File: config.mk
export PLATFORM = sky130hd
export DESIGN_NAME = fbpa_regs
export DESIGN_NICKNAME = d
export VERILOG_FILES = /design/src/hdl/fbpa_pkg.sv /design/src/hdl/fbpa_regs.sv
export SDC_FILE = /design/constraint.sdc
export NUM_CORES = 1
export LEC_CHECK = 0
export BUFFER_PORTS_ARGS = -buffer_cell sky130_fd_sc_hd__buf_2
export CORE_MARGIN = 2
export CORE_UTILIZATION = 45
export DETAILED_ROUTE_END_ITERATION = 16
export PLACE_DENSITY_LB_ADDON = 0.08
export SYNTH_ARGS = -nofsm -noshare
export SYNTH_HDL_FRONTEND = slang
export SYNTH_SLANG_ARGS = --single-unit
export TNS_END_PERCENT = 1
File: constraint.sdc
create_clock -name i_clk -period 1.45 [get_ports i_clk]
set_clock_uncertainty 0.05 [all_clocks]
set_input_delay 0.29 -clock i_clk [delete_from_list [all_inputs] [get_ports i_clk]]
set_output_delay 0.29 -clock i_clk [all_outputs]
set_load 0.02 [all_outputs]
File: src/hdl/fbpa_pkg.sv
// Shared types and constants of the fixed block pool allocator.
// Used by every module of the block but fbpa_ram; depends on nothing.
package fbpa_pkg;

    localparam int DATA_W  = 32;  // configuration bus width
    localparam int ADDR_W  = 4;   // byte address of three 32-bit registers
    localparam int COUNT_W = 9;   // width of the block counts on the ports

    // Register indexes, taken from paddr[3:2].
    localparam logic [1:0] REG_BASE_ADDRESS = 2'd0;
    localparam logic [1:0] REG_BLOCK_BYTES  = 2'd1;
    localparam logic [1:0] REG_BLOCK_TOTAL  = 2'd2;

    typedef enum logic [1:0] {
        ACT_ALLOC = 2'd0,
        ACT_FREE  = 2'd1,
        ACT_QUERY = 2'd2,
        ACT_INIT  = 2'd3
    } t_action;

    typedef enum logic [1:0] {
        STAT_OK    = 2'd0,
        STAT_EMPTY = 2'd1,
        STAT_FULL  = 2'd2,
        STAT_BAD   = 2'd3
    } t_status;

    typedef enum logic [1:0] {
        S_IDLE,
        S_ALLOC,
        S_FILL
    } t_state;

    typedef struct packed {
        t_action     action;
        logic [31:0] block_address;
    } t_request;

    typedef struct packed {
        t_status            status;
        logic [31:0]        granted_address;
        logic [COUNT_W-1:0] free_blocks;
        logic [COUNT_W-1:0] used_blocks;
    } t_result;

    typedef struct packed {
        logic [31:0]        base_address;
        logic [15:0]        block_bytes;
        logic [COUNT_W-1:0] block_total;
    } t_cfg;

endpackage

File: src/hdl/fbpa_regs.sv
// APB configuration registers of the allocator: base address, block size
// and block count. Depends on fbpa_pkg.
module fbpa_regs (
    input  logic                       i_clk,
    input  logic                       i_rst_n,
    input  logic                       i_psel,
    input  logic                       i_penable,
    input  logic                       i_pwrite,
    input  logic [fbpa_pkg::ADDR_W-1:0] i_paddr,
    input  logic [fbpa_pkg::DATA_W-1:0] i_pwdata,
    output logic [fbpa_pkg::DATA_W-1:0] o_prdata,
    output logic                       o_pready,
    output fbpa_pkg::t_cfg             o_cfg
);
    import fbpa_pkg::*;

    t_cfg       r_cfg;
    t_cfg       n_cfg;
    logic       wr_en;
    logic [1:0] reg_idx;

    assign reg_idx = i_paddr[3:2];
    assign wr_en   = i_psel && i_penable && i_pwrite;

    always_comb begin
        n_cfg = r_cfg;
        if (wr_en) begin
            unique case (reg_idx)
                REG_BASE_ADDRESS: n_cfg.base_address = i_pwdata;
                REG_BLOCK_BYTES:  n_cfg.block_bytes  = i_pwdata[15:0];
                REG_BLOCK_TOTAL:  n_cfg.block_total  = i_pwdata[COUNT_W-1:0];
                default:          n_cfg = r_cfg;
            endcase
        end
    end

    always_ff @(posedge i_clk) begin
        if (!i_rst_n) begin
            r_cfg.base_address <= '0;
            r_cfg.block_bytes  <= 16'd8;
            r_cfg.block_total  <= '0;
        end else begin
            r_cfg <= n_cfg;
        end
    end

    always_comb begin
        unique case (reg_idx)
            REG_BASE_ADDRESS: o_prdata = r_cfg.base_address;
            REG_BLOCK_BYTES:  o_prdata = {16'd0, r_cfg.block_bytes};
            REG_BLOCK_TOTAL:  o_prdata = {{(DATA_W-COUNT_W){1'b0}}, r_cfg.block_total};
            default:          o_prdata = '0;
        endcase
    end

    assign o_pready = 1'b1;
    assign o_cfg    = r_cfg;

endmodule

== Word-level counts from Yosys, hierarchy flattened ==
Cells that the tools add are included.

* Register bits after elaboration: 57
* Bits in latches: 0
* Bits in writable memories: 0
* ROM bits: 0
* Input port bits: 41
* Memories: 0

* $add $sub $neg: 0
* Multipliers: 0
* Div/mod/pow operators: 0
* Magnitude comparators: 0
* Equality and inequality tests: 2
* Shifts and indexed selects: 0
* Multiplexer cells: 1
* Bitwise operators: 0
* Reduce and logical (&&, ||, !) cells: 6

{| class="wikitable"
|+ Operators by type and width
! kind !! count
|-
| 32-bit case mux with 3 select lines || 1
|-
| 2-bit AND reduction || 3
|-
| 2-bit by 1-bit equality test with 1-bit output (second input constant) || 1
|-
| 2-bit equality test (second input constant) || 1
|-
| 1-bit logical AND || 2
|-
| 2-bit zero test || 1
|}

== Longest topological paths before layout ==
* Depth after elaboration: 3
* Depth in mapped cells: 5
* Mapped depth without buffers: 3

== Least setup slack after synthesis ==
Ideal clock, no wire load.

* Kind: input -> output
* Start: input port i_paddr[2] (netlist bit)
* End: output port o_prdata[17] (netlist bit)
* Data arrival time: 1.146 ns
* Data required time: 1.110 ns
* Setup slack: -0.036 ns
* Cell stages on the path: 4
* Cells stage by stage: buf_4 nor2_1 clkbuf_1 and2_1

* Word-level cells in the longest chain between the ends: 2
* Elaborated cells between the ends (all ways): 4

{| class="wikitable"
|+ RTL lines
! what !! RTL line !! RTL
|-
| from (decl) || fbpa_regs.sv:9 || <nowiki>input logic [fbpa_pkg::ADDR_W-1:0] i_paddr,</nowiki>
|-
| 2-bit equality test, or another cell as far along || fbpa_regs.sv:48 || <nowiki>unique case (reg_idx)</nowiki>
|-
| 32-bit case mux with 3 select lines * || fbpa_regs.sv:48 ||
|-
| to (decl) || fbpa_regs.sv:11 || <nowiki>output logic [fbpa_pkg::DATA_W-1:0] o_prdata,</nowiki>
|}

Mark *: on every way between the ends. The rest lies on a longest branch, timed or not.

== Worst setup path after layout ==
* Start: input port i_paddr[2] (netlist bit)
* End: output port o_prdata[7] (netlist bit)

The elaborated chain is that of the path after synthesis.

==> flow_summary.toml <==
[status]
status = "finished, final reports clean"

[synth]
syn_area_um2 = 2610
syn_area_per_cell_um2 = 8.93
synthMuxAreaShare = 0.276
synth-xor-area-share = 0
seq_area_frac_synth = 0.438
synth_largest_area_cell = "dfxtp_1"
synthTopCellsByArea = "dfxtp_1, mux2i_1, nand2_1"
synth_edf_count = 0
yosys_warnings = 0
syn_nets = 333
synth.distinct_cells = 19
netlist_instances = 292
synth_top_area_frac = 0.438
synth-main-ff-cell = "dfxtp_1"
synthAdderAreaFrac = 0
ys_async_sr_fraction = 0
synthSimpleGateAreaFrac = 0.210
yosysMostFrequentCell = "nand2_1"
synth_top_family_by_area = "multiplexers"
synth_seq_cells = 57
synth_compound_area_frac = 0.0202
yosys-top-cells-count = "nand2_1, mux2i_1, dfxtp_1"

[route]
vias = 2393
drt-initial-drc-count = 76
post_drt_via_cell_ratio = 4.81
antenna_left = 0
firstDrtPassIters = 4
drc = 0
drt_wl_total_mm = 6.23
wl_per_cell_um = 12.5

[job]
drv_cap = 0

[clocking]
clk_pin_slew_ns = 0.06
cts_buffers = 9
worstSkewPairLatency_ns = 0.32
cts_tree = "yes"
cts_hold_buf = 0
cts_buffer_depth = 2
h-tree-depth = 3
root_buffer = "clkbuf_8"
cts_sinks = 57
cts_setup_buffers = 0

[global_routing]
met1_usage = 0.252
busiest_layer = "met2"
grtUsageMet3 = 0.0596
grt_pass1_wl_mm = 9.89
grt_pass1_vias = 2176
grt_start_max_net_pins = 46
overflow = 0
grt_antenna_before_repair = 0
grtUsageMet2 = 0.312
grt.total_usage = 0.198

[pwr]
p_leak_nw = 1.74
power_density_nw_per_um2 = 861
ir_drop_mv = 0.659

[final_layout]
largest_reg_flops = 57
area_delta_synth_final_pct = 38.6
design_area_um2 = 3610
fin_util = 0.652
nNetsFinal = 465
fill_cells = 511
antenna_cells = 0
drive_gt1_frac = 0.427

[place]
pre_cts_slack_ns = -0.0201
placed_cell_area_um2 = 3400
gp_congestion = 0.738
post-dp-hpwl_mm = 4.53
io_buffers = 127

[sta]
fmax_mhz = 718
fin_setup_tns_ns = 0
period_share = 0.960
grt_setup_unrepaired = "true"
finalHoldViolCount = 0
maxSlewViolCount = 0
hold_ws_ns = 0.155
setup_viol = 0
fin_ws_ns = 0.0577
post-route-min-period_ns = 1.39

[worst_hold_path]
hold_path_class = "input pin to flop"

[floorplanning]
die_w_um = 80.1
initial_core_util = 0.471
dieArea_um2 = 6420
ios = 131
rows = 27
coreArea_um2 = 5540
die_h_um = 80.1

[setup_path]
end_kind = "output pin"
cp_max_fo = 5
crit_required_ns = 1.11
start_kind = "input pin"
crit_arrival_ns = 1.05
worstSetupPathType = "input pin to output pin"
metal layers:
layer,share of wire,vias to the layer above
met2,0.46,79
met4,0.014,0
li1,-,1213
met3,0.060,9
met5,0,-
met1,0.47,1092
where the power goes:
group | internal, W | switching (W) | total [W]
Clock | 0.000635 | 0.000545 | 0.00118
Sequential | 0.00159 | 0.0000149 | 0.00160
Combinational | 0.000142 | 0.000184 | 0.000326
worst paths after layout:
check,startpoint,cells after the start,slack (ns),end
setup reg to reg,o_cfg[12]$_SDFFE_PN1P_,2,0.76,o_cfg[12]$_SDFFE_PN1P_
hold / removal,i_pwdata[30],3,0.15,o_cfg[55]$_SDFFE_PN0P_
setup / recovery,i_paddr[2],6,0.06,o_prdata[7]
hold reg to reg,o_cfg[55]$_SDFFE_PN0P_,2,0.41,o_cfg[55]$_SDFFE_PN0P_
stage by stage:
stage | std cells | power [W]
finish | 498 | 0.00311
global route | 498 | 0.00326
CTS | 498 | 0.00313
detailed placement | 485 | 0.00195
global placement | 485 | 0.00195
floorplan | 292 | 0.00182
kinds of logic after synthesis:
kind of cell | Yosys count
buffers and inverters | 24
DFF | 57
AOI/OAI and AO/OA | 10
and+or+nand+nor | 128
muxes | 72
other | 1
what timing repair did:
item                                    CTS  global route
resized for setup                         2            31
pin swaps                                 0             1
gates cloned                              0             0
endpoints found under the setup margin    5            13
critical path, cell delays in order:
cell and delay (ns):
buf_2 0.14, nor2b_4 0.19, buf_6 0.13, nand2_1 0.05, o21ai_1 0.08, buf_4 0.16
cell type report:
class | instances | area [µm²] | share of cell area
Sequential cell | 57 | 1160 | 0.321
Clock inverter | 1 | 5.00 | 0.00139
Timing Repair Buffer | 144 | 862 | 0.239
Tap cell | 72 | 90.1 | 0.0249
Multi-Input combinational cell | 211 | 1350 | 0.373
Clock buffer | 12 | 145 | 0.0402
Inverter | 1 | 3.75 | 0.00104
cell usage in the layout (no fill, tap or decap), drive strengths merged:
cell    instances
dfxtp          57
nand2          97
nor2b           1
mux2i          72
and3            1
o21ai           9
nor3b           1
and2           17
clkbuf         12
inv             1
clkinv          1
o211ai          1
buf           144
nand3           2
nor3            1
conb            1
nor2            8
(Power assumes the default switching activity.)
