<file path="config.mk">
export PLATFORM = sky130hd
export DESIGN_NAME = fbpa_ctrl
export DESIGN_NICKNAME = d
export VERILOG_FILES = /design/src/hdl/fbpa_pkg.sv /design/src/hdl/fbpa_ctrl.sv
export SDC_FILE = /design/constraint.sdc
export NUM_CORES = 1
export LEC_CHECK = 0
export BUFFER_PORTS_ARGS = -buffer_cell sky130_fd_sc_hd__buf_2
export CELL_PAD_IN_SITES_DETAIL_PLACEMENT = 1
export CELL_PAD_IN_SITES_GLOBAL_PLACEMENT = 1
export CORE_UTILIZATION = 40
export DETAILED_ROUTE_END_ITERATION = 8
export PLACE_DENSITY_LB_ADDON = 0.1
export SKIP_LAST_GASP = 1
export SLEW_MARGIN = 0
export SYNTH_ARGS = -nofsm -noshare
export SYNTH_HDL_FRONTEND = slang
export SYNTH_SLANG_ARGS = --single-unit
</file>
<file path="constraint.sdc">
create_clock -name i_clk -period 10.59 [get_ports i_clk]
set_clock_uncertainty 0.2 [all_clocks]
set_input_delay 0.5295 -clock i_clk [delete_from_list [all_inputs] [get_ports i_clk]]
set_output_delay 0.5295 -clock i_clk [all_outputs]
set_load 0.03 [all_outputs]
</file>
<file path="src/hdl/fbpa_pkg.sv">
// Shared types and constants of the fixed block pool allocator.
// Used by every module of the block but fbpa_ram; depends on nothing.
package fbpa_pkg;

    localparam int DATA_W  = 32;  // configuration bus width
    localparam int ADDR_W  = 4;   // byte address of three 32-bit registers
    localparam int COUNT_W = 9;   // width of the block counts on the ports

    // Register indexes, taken from paddr[3:2].
    localparam logic [1:0] REG_BASE_ADDRESS = 2'd0;
    localparam logic [1:0] REG_BLOCK_BYTES  = 2'd1;
    localparam logic [1:0] REG_BLOCK_TOTAL  = 2'd2;

    typedef enum logic [1:0] {
        ACT_ALLOC = 2'd0,
        ACT_FREE  = 2'd1,
        ACT_QUERY = 2'd2,
        ACT_INIT  = 2'd3
    } t_action;

    typedef enum logic [1:0] {
        STAT_OK    = 2'd0,
        STAT_EMPTY = 2'd1,
        STAT_FULL  = 2'd2,
        STAT_BAD   = 2'd3
    } t_status;

    typedef enum logic [1:0] {
        S_IDLE,
        S_ALLOC,
        S_FILL
    } t_state;

    typedef struct packed {
        t_action     action;
        logic [31:0] block_address;
    } t_request;

    typedef struct packed {
        t_status            status;
        logic [31:0]        granted_address;
        logic [COUNT_W-1:0] free_blocks;
        logic [COUNT_W-1:0] used_blocks;
    } t_result;

    typedef struct packed {
        logic [31:0]        base_address;
        logic [15:0]        block_bytes;
        logic [COUNT_W-1:0] block_total;
    } t_cfg;

endpackage

</file>
<file path="src/hdl/fbpa_ctrl.sv">
// Request sequencer of the allocator: ring pointers, counts, the fill sweep
// and the result register. Drives the ring RAM; depends on fbpa_pkg.
module fbpa_ctrl #(
    parameter int MAX_BLOCKS     = 256,
    parameter int MIN_BLOCK_SIZE = 8
) (
    input  logic                          i_clk,
    input  logic                          i_rst_n,
    input  logic                          i_start,
    input  fbpa_pkg::t_request            i_request,
    input  fbpa_pkg::t_cfg                i_cfg,
    output logic                          o_busy,
    output logic                          o_done,
    output fbpa_pkg::t_result             o_result,
    output logic                          o_ram_we,
    output logic [$clog2(MAX_BLOCKS)-1:0] o_ram_waddr,
    output logic [31:0]                   o_ram_wdata,
    output logic                          o_ram_re,
    output logic [$clog2(MAX_BLOCKS)-1:0] o_ram_raddr,
    input  logic [31:0]                   i_ram_rdata
);
    import fbpa_pkg::*;

    localparam int IDX_W = $clog2(MAX_BLOCKS);
    localparam int CNT_W = $clog2(MAX_BLOCKS + 1);
    localparam int CMP_W = (CNT_W > COUNT_W) ? CNT_W : COUNT_W;

    t_state             r_state, n_state;
    logic [IDX_W-1:0]   r_head, n_head;
    logic [IDX_W-1:0]   r_tail, n_tail;
    logic [CNT_W-1:0]   r_free, n_free;
    logic [CNT_W-1:0]   r_pool, n_pool;
    logic               r_ready, n_ready;
    logic [CNT_W-1:0]   r_fill_idx, n_fill_idx;
    logic [31:0]        r_fill_addr, n_fill_addr;
    logic               r_done, n_done;
    t_result            r_result, n_result;

    logic [CMP_W-1:0]   total_ext;
    logic               bad_cfg;
    logic [CNT_W-1:0]   used;

    function automatic logic [IDX_W-1:0] ring_next(input logic [IDX_W-1:0] idx);
        return (idx == IDX_W'(MAX_BLOCKS - 1)) ? '0 : IDX_W'(idx + 1'b1);
    endfunction

    assign total_ext = CMP_W'(i_cfg.block_total);
    assign bad_cfg   = (i_cfg.block_bytes < 16'(MIN_BLOCK_SIZE))
                    || (total_ext > CMP_W'(MAX_BLOCKS));

    always_comb begin
        n_state     = r_state;
        n_head      = r_head;
        n_tail      = r_tail;
        n_free      = r_free;
        n_pool      = r_pool;
        n_ready     = r_ready;
        n_fill_idx  = r_fill_idx;
        n_fill_addr = r_fill_addr;
        n_done      = 1'b0;
        n_result    = r_result;
        n_result.granted_address = '0;
        o_ram_we    = 1'b0;
        o_ram_waddr = r_tail;
        o_ram_wdata = i_request.block_address;
        o_ram_re    = 1'b0;
        o_ram_raddr = r_head;

        unique case (r_state)
            S_IDLE: begin
                if (i_start) begin
                    unique case (i_request.action)
                        ACT_INIT: begin
                            if (bad_cfg) begin
                                n_done          = 1'b1;
                                n_result.status = STAT_BAD;
                            end else if (total_ext == '0) begin
                                n_head          = '0;
                                n_tail          = '0;
                                n_free          = '0;
                                n_pool          = '0;
                                n_ready         = 1'b1;
                                n_done          = 1'b1;
                                n_result.status = STAT_OK;
                            end else begin
                                n_state     = S_FILL;
                                n_fill_idx  = '0;
                                n_fill_addr = i_cfg.base_address;
                            end
                        end
                        ACT_ALLOC: begin
                            if (!r_ready) begin
                                n_done          = 1'b1;
                                n_result.status = STAT_BAD;
                            end else if (r_free == '0) begin
                                n_done          = 1'b1;
                                n_result.status = STAT_EMPTY;
                            end else begin
                                o_ram_re = 1'b1;
                                n_state  = S_ALLOC;
                            end
                        end
                        ACT_FREE: begin
                            n_done = 1'b1;
                            if (!r_ready) begin
                                n_result.status = STAT_BAD;
                            end else if (r_free == CNT_W'(MAX_BLOCKS)) begin
                                n_result.status = STAT_FULL;
                            end else begin
                                o_ram_we        = 1'b1;
                                n_tail          = ring_next(r_tail);
                                n_free          = CNT_W'(r_free + 1'b1);
                                n_result.status = STAT_OK;
                            end
                        end
                        ACT_QUERY: begin
                            n_done          = 1'b1;
                            n_result.status = r_ready ? STAT_OK : STAT_BAD;
                        end
                        default: n_state = S_IDLE;
                    endcase
                end
            end
            S_ALLOC: begin
                n_state                  = S_IDLE;
                n_done                   = 1'b1;
                n_result.status          = STAT_OK;
                n_result.granted_address = i_ram_rdata;
                n_head                   = ring_next(r_head);
                n_free                   = CNT_W'(r_free - 1'b1);
            end
            S_FILL: begin
                o_ram_we    = 1'b1;
                o_ram_waddr = IDX_W'(r_fill_idx);
                o_ram_wdata = r_fill_addr;
                n_fill_idx  = CNT_W'(r_fill_idx + 1'b1);
                n_fill_addr = r_fill_addr + {16'd0, i_cfg.block_bytes};
                if (r_fill_idx == CNT_W'(total_ext - CMP_W'(1))) begin
                    // Last block written: the ring now holds the whole pool.
                    n_state         = S_IDLE;
                    n_head          = '0;
                    n_tail          = (total_ext >= CMP_W'(MAX_BLOCKS)) ? '0
                                                                      : IDX_W'(total_ext);
                    n_free          = CNT_W'(total_ext);
                    n_pool          = CNT_W'(total_ext);
                    n_ready         = 1'b1;
                    n_done          = 1'b1;
                    n_result.status = STAT_OK;
                end
            end
            default: n_state = S_IDLE;
        endcase

        used                 = (n_pool > n_free) ? CNT_W'(n_pool - n_free) : '0;
        n_result.free_blocks = COUNT_W'(n_free);
        n_result.used_blocks = COUNT_W'(used);
    end

    always_ff @(posedge i_clk) begin
        if (!i_rst_n) begin
            r_state <= S_IDLE;
            r_head  <= '0;
            r_tail  <= '0;
            r_free  <= '0;
            r_pool  <= '0;
            r_ready <= 1'b0;
            r_done  <= 1'b0;
        end else begin
            r_state <= n_state;
            r_head  <= n_head;
            r_tail  <= n_tail;
            r_free  <= n_free;
            r_pool  <= n_pool;
            r_ready <= n_ready;
            r_done  <= n_done;
        end
    end

    always_ff @(posedge i_clk) begin
        r_fill_idx  <= n_fill_idx;
        r_fill_addr <= n_fill_addr;
        r_result    <= n_result;
    end

    assign o_busy   = (r_state != S_IDLE);
    assign o_done   = r_done;
    assign o_result = r_result;

endmodule

</file>
# Yosys cells after proc, flatten, opt, wreduce, memory -nomap -nowiden
# Cells that the tools add are included.
word_totals:
  register_bits: 131
  input_bits: 126
  output_inout_bits: 104
  wordCells: 149
op_classes:
  add_sub_neg: 8
  magnitude_cmp: 4
  eq_ne: 26
  n_mux: 83
  n_reduce_logical: 15
op_table:
  columns: ["operator", "count"]
  rows:
  - ["32-bit two-way mux", 5]
  - ["9-bit two-way mux", 15]
  - ["8-bit two-way mux", 13]
  - ["32-bit case mux with 2 select lines", 1]
  - ["9-bit case mux with 2 select lines", 3]
  - ["32-bit by 16-bit adder with 32-bit output", 1]
  - ["8-bit case mux with 2 select lines", 2]
  - ["2-bit two-way mux", 14]
  - ["9-bit case mux with 3 select lines", 1]
  - ["8-bit case mux with 3 select lines", 1]
  - ["3-bit != test (second input constant)", 7]
  - ["1-bit two-way mux", 20]
  - ["9-bit by 1-bit adder with 9-bit output (second input constant)", 2]
  - ["9-bit zero test", 2]
  - ["9-bit by 1-bit subtractor with 9-bit output (second input constant)", 2]
  - ["8-bit by 1-bit adder with 8-bit output (second input constant)", 2]
  - ["8-bit equality test (second input constant)", 2]
  - ["16-bit by 4-bit < comparator with 1-bit output (second input constant)", 1]
  - ["6-bit AND reduction", 2]
  - ["2-bit != test (second input constant)", 5]
  - ["5-bit AND reduction", 2]
  - ["9-bit equality test", 1]
  - ["9-bit equality test (second input constant)", 1]
  - ["9-bit greater-or-equal comparator (second input constant)", 1]
  - ["other kinds (20)", 30]

# Longest topological paths before layout
# Gate-level depths: netlist of the first run.
depth:
  depth_word: 7
  mapped_depth: 22
  ltp_nobuf: 18

# Least setup slack after synthesis of the first run
# OpenSTA, ideal clock, no wires.
synth_path:
  path_type: "input port to flip-flop"
  from: "input i_cfg[0] (netlist name)"
  to: "register r_result, in the netlist o_result[1]"
  arrival_time_ns: 4.552
  t_required_ns: 10.275
  path_slack_ns: 5.723
  stages: 21
  path_buffers: 4
  path_cell_list: "clkbuf_1 inv_1 ha_1 clkbuf_1 nand2b_1 or4_1 a2111oi_0 or3_1 buf_4 nand2_1 buf_4 mux2i_1 o21ai_0 ha_1 a21o_1 a21o_1 a21oi_1 o21bai_1 a31oi_1 o21ai_0 and2_1"
synth_between:
  elab_chain_cells: 7
  elab_cells_between_ends: 19
  cone_classes: "add/sub: 2; order compare: 2; eq/ne: 1; mux: 12; reduce/logical: 2"
synth_lines:
  columns: ["item", "line_no", "text"]
  rows:
  - ["from (decl)", "fbpa_ctrl.sv:11", "input fbpa_pkg::t_cfg i_cfg,"]
  - ["branches (longest 5 deep; another with 9-bit by 1-bit subtractor with 9-bit output)", null, null]
  - ["9-bit case mux with 2 select lines (*)", "fbpa_ctrl.sv:69", "unique case (r_state)"]
  - ["via n_pool[1]", "fbpa_ctrl.sv:32", "logic [CNT_W-1:0] r_pool, n_pool;"]
  - ["9-bit subtractor / 9-bit > comparator (equally long branches)", "fbpa_ctrl.sv:154", "used = (n_pool > n_free) ? CNT_W'(n_pool - n_free) : '0;"]
  - ["to (signal assigned)", "fbpa_ctrl.sv:182", "r_result <= n_result;"]
  - ["to (decl)", "fbpa_ctrl.sv:37", "t_result r_result, n_result;"]
# Mark *: on every way through the listed nets, which the timed path passes.
# A chain may end at the register's enable or synchronous reset.

# Final worst setup path of the first run
layout_path:
  from: "input i_cfg[2] (netlist name)"
  to: "register r_result, in the netlist o_result[1]"
# Same word-level chain as after synthesis.

==> results of run 1 <==
-- sequential cells by signal, summed over array words and instances (netlist names) --
register / flops
r_state: 2
r_fill_idx: 9
r_pool: 9
r_ready: 1
r_tail: 8
r_fill_addr: 32
o_ram_raddr: 8
r_free: 9
o_done: 1
o_result: 52
-- kinds of logic after synthesis --
family,after synthesis,synth area share (%)
simple gates,331,21.1
compound gates,202,16.2
flops,131,37.0
buf+inv,86,4.33
mux,64,8.55
xor+xnor,58,6.16
fa+ha+maj,43,6.71
-- cell usage after synthesis (6+ instances only) --
cell / instances / area (µm²)
and2_1: 54 / 338
mux2i_1: 13 / 130
nor2b_1: 8 / 50.1
dfxtp_1: 88 / 1760
o21ai_0: 40 / 200
nor4_1: 8 / 50.1
a211oi_1: 10 / 75.1
a21o_1: 11 / 82.6
nor2_1: 88 / 330
nand2b_1: 6 / 37.5
xnor2_1: 41 / 359
ha_1: 41 / 513
nand2_1: 62 / 233
edfxtp_1: 43 / 1290
and3_1: 12 / 75.1
inv_1: 34 / 128
mux2_2: 51 / 574
nand3_1: 28 / 140
clkbuf_1: 42 / 158
a21oi_1: 58 / 290
o21a_1: 9 / 67.6
nand4_1: 14 / 87.6
nor3_1: 18 / 90.1
a31oi_1: 12 / 75.1
xor2_1: 17 / 149
-- where the power goes --
| group | total, mW | switching (mW) | internal (mW) |
|---|---|---|---|
| Sequential | 0.572 | 0.0201 | 0.552 |
| Clock | 0.580 | 0.264 | 0.316 |
| Combinational | 0.415 | 0.261 | 0.154 |
-- how the worst max path moves through the flow --
| stage | depth (start not counted) | end | start |
|---|---|---|---|
| final | 16 | o_result[1] | i_cfg[2] |
| after global routing | 18 | o_result[1] | i_cfg[0] |
| after CTS | 16 | o_result[1] | i_cfg[2] |
| after detailed placement | 16 | o_result[1] | i_cfg[2] |
| after global placement | 16 | o_result[1] | i_cfg[2] |
| after floorplan | 21 | o_result[1] | i_cfg[0] |
-- final cells by class --
| cell class | instances | area [µm²] | area share (%) |
|---|---|---|---|
| multi-input cells | 698 | 4860 | 47.8 |
| flip-flops and latches | 131 | 3050 | 30.1 |
| repair buffers | 235 | 1190 | 11.7 |
| clock buffers | 17 | 425 | 4.19 |
| well taps | 270 | 338 | 3.33 |
| clock inverters | 15 | 159 | 1.56 |
| inverters | 35 | 131 | 1.29 |
| diodes | 1 | 2.50 | 0.0246 |
-- critical path, cell delays in order --
cell      delay [ns]
buf_2           0.18
or4_1           0.67
or4b_1          0.51
a211oi_1        0.23
or3_1           0.28
nand2_1         0.60
mux2i_1         0.29
o21ai_0         0.42
ha_1            0.33
a21o_1          0.18
a21o_1          0.20
a21oi_1         0.17
o21bai_1        0.11
a31oi_1         0.25
o21ai_0         0.32
and2_1          0.27
-- per-layer routing --
metal,track usage (%),part of all wire (%),up-vias
met5,0,0,-
met4,5.79,1.1,0
met3,4.45,4.3,20
li1,-,-,3695
met1,30.7,46,3645
met2,40.8,49,178
==> metrics.yaml, run 1 <==
cells_and_area:
  stdcell_area_um2: 10200
  layoutNonFillerInstCount: 1402
  fill_cells: 2422
  area_growth_pct: 23.3
  utilization_pct: 50.2
  final_cell_mix: "buf_2, nor2_1, dfxtp_1, nand2_1, a21oi_1"
  final_common_cell: "buf_2"
  nNetsFinal: 1287
  drive_above_1_share_pct: 29.7
detailed_routing:
  final_antenna_net_count: 0
  num_vias: 7538
  dr.pass1.iters: 5
  wl_mm: 24.9
  dr.first_iter.drc_count: 252
  drc: 0
  route.detailed.wl_per_inst_um: 17.7
  post_drt_via_cell_ratio: 5.38
synthesis:
  syn-cell-area_um2: 8240
  syn_nets: 1084
  ys_seq_area_share_pct: 37.0
  synth_edf_count: 43
  syn_avg_cell_area_um2: 9.01
  ys_seq_elements: 131
  synthFlopType: "dfxtp_1"
  postSynthCellCount: 915
  synth_warnings: 0
  synth_cell_types: 76
  synth-async-reset-ratio_pct: 0
sta:
  maxSlewViolCount: 0
  fmax_ghz: 0.184
  setup_tns_ns: 0
  finalCritPeriodShare_pct: 51.4
  slew_headroom_pct: 30.5
  period_needed_ns: 5.44
  setup_viol: 0
  rsz0062_at_grt: "no"
  worst_pin_slew_ns: 1.04
  hold_slack_ns: 0.101
  hold_violations: 0
  fin_ws_ns: 5.15
clock_tree:
  clock-sinks: 131
  cts_hold_buf: 0
  clk_latency_ns: 0.42
  cts.clk_slew.worst_paths_ns: 0.07
  clk_path_buf_depth: 2
  cts_tree: "done"
  clockRootBuffer: "clkbuf_16"
  ctsHtreeMaxLevel: 4
  cts_resized: 0
  cts_buffers: 17
  postCtsSetupRepairBufs: 0
die:
  die_h_um: 146
  die_x_um: 146
  start_util_pct: 40.7
  core-area_um2: 20200
  rows: 52
  pin_count: 230
  die_area_um2: 21200
global_route:
  grt_pass1_vias: 7609
  antenna_found_initial: 1
  grt_max_degree: 49
  globalRouteTotalUtil_pct: 23.8
  grt_pass1_wl_mm: 40.4
  grt.overflow.total: 0
critical_path:
  arrival_ns: 5.55
  critPathLaunchType: "input pin"
  worst-r2r-setup-slack_ns: 5.38
  r2r_cells: 15
  crit_type: "in2reg"
  cp-end-kind: "flop"
  path_max_fanout: 20
  required_ns: 10.70
  rr_startpoint: "r_fill_idx[8]"
  r2r_end: "o_result[1]"
pwr:
  irDropWorstVdd_v: 0.000113
  power_leakage_nw: 4.41
  power_mw: 1.57
  power.density_nw_per_um2: 154
worst_hold_path:
  hold_start: "i_ram_rdata[8]"
  hp-class: "in2reg"
  hold_end: "o_result[26]"
  hold_path_depth: 2
placement:
  dp.cells: 1369
  dpl.hpwl_mm: 18.6
  dpl_worst_slack_ns: 4.76
  io_buffers: 229
  globalplace.congestion: 0.841
  placed_area_um2: 9570
flow_run:
  cap_violations: 0
run_status:
  status: "finished, final reports clean"
Power figures use the tool's default switching activity.
==> run 2, diff against run 1 <==
--- a/config.mk
+++ b/config.mk
@@ -5,10 +5,11 @@
 export SDC_FILE = /design/constraint.sdc
 export NUM_CORES = 1
 export LEC_CHECK = 0
+export ABC_AREA = 1
 export BUFFER_PORTS_ARGS = -buffer_cell sky130_fd_sc_hd__buf_2
 export CELL_PAD_IN_SITES_DETAIL_PLACEMENT = 1
 export CELL_PAD_IN_SITES_GLOBAL_PLACEMENT = 1
-export CORE_UTILIZATION = 40
+export CORE_UTILIZATION = 37
 export DETAILED_ROUTE_END_ITERATION = 8
 export PLACE_DENSITY_LB_ADDON = 0.1
 export SKIP_LAST_GASP = 1
==> constraint.sdc (replaced) <==
create_clock -name i_clk -period 5.35 [get_ports i_clk]
set_clock_uncertainty 0.2 [all_clocks]
set_input_delay 0.2675 -clock i_clk [delete_from_list [all_inputs] [get_ports i_clk]]
set_output_delay 0.2675 -clock i_clk [all_outputs]
set_load 0.03 [all_outputs]
==> metrics.yaml, run 2 <==
worst_hold_path:
  hp-class: "in2reg"  # unchanged
  hold_path_depth: 5  # was 2
global_route:
  grt_pass1_wl_mm: 50.6  # was 40.4 mm
  grt_max_degree: 88  # was 49
  antenna_found_initial: 4  # was 1
  grt.overflow.total: 0  # unchanged
  globalRouteTotalUtil_pct: 26.5  # was 23.8%
  grt_pass1_vias: 9854  # was 7,609
clock_tree:
  cts_buffers: 17  # unchanged
  cts.clk_slew.worst_paths_ns: 0.07  # about the same
  clk_path_buf_depth: 2  # unchanged
  clk_latency_ns: 0.43  # was 0.42 ns
  cts_tree: "done"  # unchanged
  clock-sinks: 131  # unchanged
  clockRootBuffer: "clkbuf_16"  # unchanged
  postCtsSetupRepairBufs: 0  # unchanged
  ctsHtreeMaxLevel: 4  # unchanged
  cts_resized: 0  # unchanged
die:
  start_util_pct: 38.1  # was 40.7%
  die_area_um2: 24200  # was 21,200 µm²
  die_h_um: 156  # was 146 µm
  core-area_um2: 22900  # was 20,200 µm²
  pin_count: 230  # unchanged
  rows: 55  # was 52
  die_x_um: 156  # was 146 µm
detailed_routing:
  dr_wl_met2_mm: 15.9  # was 12.1 mm
  top_layer: "met5"  # was met4
  dr.pass1.iters: 5  # unchanged
  dr.first_iter.drc_count: 447  # was 252
  num_vias: 9490  # was 7,538
  final_antenna_net_count: 0  # unchanged
  wl_met3_mm: 1.02  # was 1.07 mm
  route.detailed.wl_per_inst_um: 16.3  # was 17.7 µm
  post_drt_via_cell_ratio: 4.96  # was 5.38
  wl_mm: 31.2  # was 24.9 mm
  drt-met1-wl_mm: 14.0  # was 11.4 mm
  drc: 0  # unchanged
sta:
  hold_slack_ns: 0.0161  # was 0.101 ns
  finalCritPeriodShare_pct: 77.7
  maxSlewViolCount: 0  # unchanged
  worst_pin_slew_ns: 0.866  # was 1.04 ns
  hold_violations: 0  # unchanged
  rsz0062_at_grt: "no"  # unchanged
  slew_headroom_pct: 42.3  # was 30.5%
  setup_viol: 0  # unchanged
  fmax_ghz: 0.241
  period_needed_ns: 4.16
  setup_tns_ns: 0  # unchanged
synthesis:
  postSynthCellCount: 1318  # was 915
  ys_seq_area_share_pct: 35.0  # was 37.0%
  ys_seq_elements: 131  # unchanged
  syn_avg_cell_area_um2: 6.62  # was 9.01 µm²
  synth_cell_types: 45  # was 76
  syn_nets: 1487  # was 1,084
  yosysTopAreaCellShare_pct: 20.2  # was 21.4%
  synth_warnings: 0  # unchanged
  synth_area_leaders: "dfxtp_1, nand2_1, edfxtp_1"  # was dfxtp_1, edfxtp_1, mux2_2
  synthFlopType: "dfxtp_1"  # unchanged
  synth-async-reset-ratio_pct: 0  # unchanged
  synth_edf_count: 43  # unchanged
  syn-cell-area_um2: 8730  # was 8240 µm²
  yosysTopAreaCell: "dfxtp_1"  # unchanged
  synth_commonest_cells: "nand2_1, inv_1, nor2_1"  # was dfxtp_1, nor2_1, nand2_1
  synthMostInstantiatedCell: "nand2_1"
cells_and_area:
  fill_cells: 3049  # was 2,422
  nNetsFinal: 1754  # was 1,287
  largest_register_ffs: 52  # unchanged
  final_common_cell: "nand2_1"  # was buf_2
  layoutNonFillerInstCount: 1914  # was 1,402
  final_cell_mix: "nand2_1, buf_2, inv_1, nor2_1, dfxtp_1"  # was buf_2, nor2_1, dfxtp_1, nand2_1, a21oi_1
  drive_above_1_share_pct: 18.2  # was 29.7%
  area_growth_pct: 29.2  # was 23.3%
critical_path:
  arrival_ns: 4.33  # was 5.55 ns
  cpMostUsedCell: "inv_1"
  critPathLaunchType: "flop"  # was input pin
  crit_type: "reg2reg"  # was in2reg
  critical-path-max-stage-delay_ns: 0.44  # was 0.67 ns
  cp-end-kind: "flop"  # unchanged
  critPathSlowestCell: "inv_1"  # was or4_1
  required_ns: 5.52  # was 10.70 ns
  path_max_fanout: 13  # was 20
  r2r_cells: 18  # was 15
  path_cells: "inv_1 -> ha_1 -> inv_1 -> nor2_1 -> nor3_1 -> nand2_1 -> inv_1 -> nand3_1 -> nand2_1 -> inv_1 -> ha_1 -> nand2_1 -> nor3_1 -> nand3_1 -> nand4_1 -> o21ai_1 -> or2_2 -> inv_1"  # was buf_2 -> or4_1 -> or4b_1 -> a211oi_1 -> or3_1 -> nand2_1 -> mux2i_1 -> o21ai_0 -> ha_1 -> a21o_1 -> a21o_1 -> a21oi_1 -> o21bai_1 -> a31oi_1 -> o21ai_0 -> and2_1
flow_run:
  cap_violations: 0  # unchanged
pwr:
  irDropWorstVdd_v: 0.000241  # was 0.000113 V
  power_leakage_nw: 5.95  # was 4.41 nW
  power.density_nw_per_um2: 590  # was 154 nW/µm²
placement:
  io_buffers: 229  # unchanged
  dpl.hpwl_mm: 22.4  # was 18.6 mm
  dp.cells: 1825  # was 1,369
  globalplace.congestion: 0.916  # was 0.841
run_status:
  status: "finished, final reports clean"  # unchanged
## run 2: cell types whose count changed in the layout (fill, tap and decap cells not counted), moves of 14 or more
cell,delta
o21ai_0,+37
nor2_1,+35
xnor2_1,-25
mux2_2,-51
inv_1,+147
dlygate4sd3_1,+54
and2_1,-54
a21oi_1,+14
nand2_1,+361
nand3_1,+52
## run 2: cells by family (layout without fill, tap and decap cells)
group                      Yosys count  after routing  synth area share (%)
AOI/OAI and AO/OA                  186            186                  11.5
and+or+nand+nor                    699            699                  33.7
adders and majority gates           43             43                  6.34
DFF                                131            131                  35.0
xor gates and xnor gates            34             34                  3.41
other                                0              3                     0
buffers and inverters              225            505                  10.1
## run 2: worst max-delay path, delay by kind of cell (launching register included)
family | cells | cell delay [ns]
buffers and inverters | 5 | 0.89
flip-flops | 1 | 0.36
AO/OA/AOI/OAI | 1 | 0.20
adder cells (fa/ha/maj) | 2 | 0.80
AND/OR/NAND/NOR | 10 | 1.64
## run 2: path summary, 6_finish.rpt
path	slack (ns)	start	end
setup / recovery	1.19	r_state[0]	o_result[0]
hold / removal	0.02	i_cfg[56]	r_fill_addr[31]
setup reg to reg	1.19	r_state[0]	o_result[0]
hold reg to reg	0.29	r_pool[8]	r_pool[8]
## run 2: layout make-up
class	instances	area (µm²)	share of cell area (%)
multi-input cells	962	4810	42.6
inverters	186	698	6.19
repair buffers	287	1720	15.2
diodes	3	7.51	0.0666
clock buffers	17	425	3.77
flip-flops and latches	131	3050	27.1
clock inverters	15	176	1.56
well taps	313	392	3.47
## run 2: where the power goes
part | internal [mW] | switching, mW | leakage [nW]
logic | 1.12 | 2.69 | 4.53
registers | 1.40 | 0.225 | 1.12
clock network | 0.636 | 0.582 | 0.297
total | 3.16 | 3.49 | 5.95
## run 2: what timing repair did
item	CTS	global route
setup endpoints to repair	0	0
hold endpoints to repair	54	0
hold buffers	54	0
## run 2: per-layer routing
layer,GRT usage [%],up-vias
met4,6.35,2
li1,-,4760
met2,48.2,188
met3,4.56,24
met1,32.2,4516
met5,0,-
## run 2: stage by stage
stage          worst slack, ns  area (µm²)  power [mW]  util [%]
2_1_floorplan             1.30        8730        4.30         -
3_3_place_gp              1.25       10100        5.34      44.2
3_5_place_dp              1.25       10100        5.38      44.2
4_1_cts                   1.24       11300        6.65      49.2
5_1_grt                  0.813       11300        7.18      49.2
6_report                  1.19       11300        6.65      49.2
==> run 3, diff against run 2 <==
--- a/config.mk
+++ b/config.mk
@@ -9,7 +9,7 @@
 export BUFFER_PORTS_ARGS = -buffer_cell sky130_fd_sc_hd__buf_2
 export CELL_PAD_IN_SITES_DETAIL_PLACEMENT = 1
 export CELL_PAD_IN_SITES_GLOBAL_PLACEMENT = 1
-export CORE_UTILIZATION = 37
+export CORE_UTILIZATION = 34
 export DETAILED_ROUTE_END_ITERATION = 8
 export PLACE_DENSITY_LB_ADDON = 0.1
 export SKIP_LAST_GASP = 1
==> constraint.sdc (replaced) <==
create_clock -name i_clk -period 3.8 [get_ports i_clk]
set_clock_uncertainty 0.2 [all_clocks]
set_input_delay 0.19 -clock i_clk [delete_from_list [all_inputs] [get_ports i_clk]]
set_output_delay 0.19 -clock i_clk [all_outputs]
set_load 0.03 [all_outputs]
==> metrics.yaml, run 3 (synthesis results as in run 2) <==
run_status:
  status: "finished, final reports clean"  # unchanged
critical_path:
  arrival_ns: 3.72  # was 4.33 ns
  critPathLaunchType: "flop"  # unchanged
  cp-end-kind: "flop"  # unchanged
  crit_type: "reg2reg"  # unchanged
  required_ns: 3.97  # was 5.52 ns
  worst-r2r-setup-slack_ns: 0.25  # was 1.19 ns
  path_max_fanout: 7  # was 13
global_route:
  grt_pass1_wl_mm: 50.1  # was 50.6 mm
  grt_max_degree: 88  # unchanged
  antenna_found_initial: 0  # was 4
  grt.overflow.total: 0  # unchanged
  grt_pass1_vias: 9821  # was 9,854
  globalRouteTotalUtil_pct: 24.0  # was 26.5%
cells_and_area:
  diodes: 0  # was 3
  final_cell_mix: "nand2_1, buf_2, inv_1, nor2_1, dfxtp_1"  # unchanged
  seqCellArea_um2: 3050  # about the same
  nNetsFinal: 1799  # was 1,754
  fill_cells: 3373  # was 3,049
  layoutNonFillerInstCount: 1973  # was 1,914
  final_common_cell: "nand2_1"  # unchanged
  drive_above_1_share_pct: 20.2  # was 18.2%
  largest_register_ffs: 52  # unchanged
  utilization_pct: 46.4  # was 49.2%
  multi_input_area_um2: 4850  # was 4810 µm²
  area_growth_pct: 33.7  # was 29.2%
pwr:
  power.density_nw_per_um2: 827  # was 590 nW/µm²
  power_mw: 9.65  # was 6.65 mW
  power_leakage_nw: 6.15  # was 5.95 nW
  irDropWorstVdd_v: 0.000345  # was 0.000241 V
detailed_routing:
  dr.pass1.iters: 5  # unchanged
  route.detailed.wl_per_inst_um: 15.8  # was 16.3 µm
  wl_mm: 31.2  # about the same
  dr.first_iter.drc_count: 355  # was 447
  post_drt_via_cell_ratio: 4.84  # was 4.96
  drc: 0  # unchanged
  num_vias: 9544  # was 9,490
  final_antenna_net_count: 0  # unchanged
sta:
  maxSlewViolCount: 0  # unchanged
  setup_tns_ns: 0  # unchanged
  setup_viol: 0  # unchanged
  finalCritPeriodShare_pct: 93.5  # was 77.7%
  rsz0062_at_grt: "yes"  # was no
  slew_headroom_pct: 41.8  # was 42.3%
  fin_ws_ns: 0.249  # was 1.19 ns
  period_needed_ns: 3.55  # was 4.16 ns
  fmax_ghz: 0.282  # was 0.241 GHz
  worst_pin_slew_ns: 0.873  # was 0.866 ns
  hold_violations: 0  # unchanged
clock_tree:
  clock-sinks: 131  # unchanged
  cts_tree: "done"  # unchanged
  ctsHtreeMaxLevel: 4  # unchanged
  cts.clk_slew.worst_paths_ns: 0.07  # about the same
  clockRootBuffer: "clkbuf_16"  # unchanged
  cts_buffers: 17  # unchanged
  clk_latency_ns: 0.43  # about the same
  clk_path_buf_depth: 2  # unchanged
placement:
  dpl_worst_slack_ns: 0.0860  # was 1.25 ns
  globalplace.congestion: 0.877  # was 0.916
  dpl.hpwl_mm: 23.3  # was 22.4 mm
  dp.cells: 1870  # was 1,825
  io_buffers: 229  # unchanged
die:
  die_area_um2: 26300  # was 24,200 µm²
  pin_count: 230  # unchanged
  die_x_um: 162  # was 156 µm
  core-area_um2: 25200  # was 22,900 µm²
  rows: 58  # was 55
  start_util_pct: 34.7  # was 38.1%
  die_h_um: 162  # was 156 µm
worst_hold_path:
  hp-class: "in2reg"  # unchanged
flow_run:
  cap_violations: 0  # unchanged
run 3: power breakdown:
part	leakage, nW	switching, mW	internal, mW	total, mW
clock network	0.288	0.695	0.948	1.64
logic	4.75	3.87	1.86	5.73
registers	1.12	0.298	1.98	2.28
total	6.15	4.86	4.79	9.65
run 3: area by class of cell:
type                       count  area share (%)
multi-input combinational    962            41.5
sequential                   131            26.2
timing repair buffer         332            17.9
inverter                     186            5.98
clock buffer                  19            3.89
tap                          330            3.54
clock inverter                13            1.03
run 3: repair_timing:
item	4_1_cts	5_1_grt
buffers inserted	0	6
endpoints found under the hold margin	73	0
hold buffers	65	0
setup endpoints to repair	0	9
gates resized for setup	0	12
run 3: metrics by stage:
stage / hold slack (ns) / cell area (µm²)
after floorplan: 0.0876 / 8730
after global placement: 0.170 / 10400
after detailed placement: 0.178 / 10400
after CTS: 0.00838 / 11600
after global routing: 0.0608 / 11700
final: 0.0214 / 11700
run 3: critical path: stages, from the launching register on:
cell and delay, ns:
dfxtp_1 0.46, inv_1 0.10, ha_1 0.21, inv_1 0.05, nor2_1 0.06, nand3_1 0.14
nand2_2 0.14, o21ai_0 0.19, nand2_1 0.06, o21ai_0 0.16, nand2_1 0.10, nand3_1 0.09
nand2_1 0.14, ha_1 0.42, nand2_1 0.12, nor3_1 0.22, nand3_1 0.10, nand4_1 0.11
o21ai_1 0.10, or2_2 0.28, inv_1 0.05
run 3: path summary, 6_finish.rpt:
kind	startpoint	endpoint	cells past startpoint
worst max-delay path	r_free[0]	o_result[0]	20
worst min-delay path	i_cfg[51]	r_fill_addr[26]	5
worst max register to register	r_free[0]	o_result[0]	20
worst min register to register	r_pool[8]	r_pool[8]	2
run 3: layer usage:
metal	part of all wire [%]	routed length, µm	global-route usage, %	vias up
li1	-	-	-	4843
met1	44	13900	29.0	4483
met2	51	15800	43.3	178
met3	2.8	862	3.55	40
met4	2.3	721	8.06	0
met5	0	0	0	-
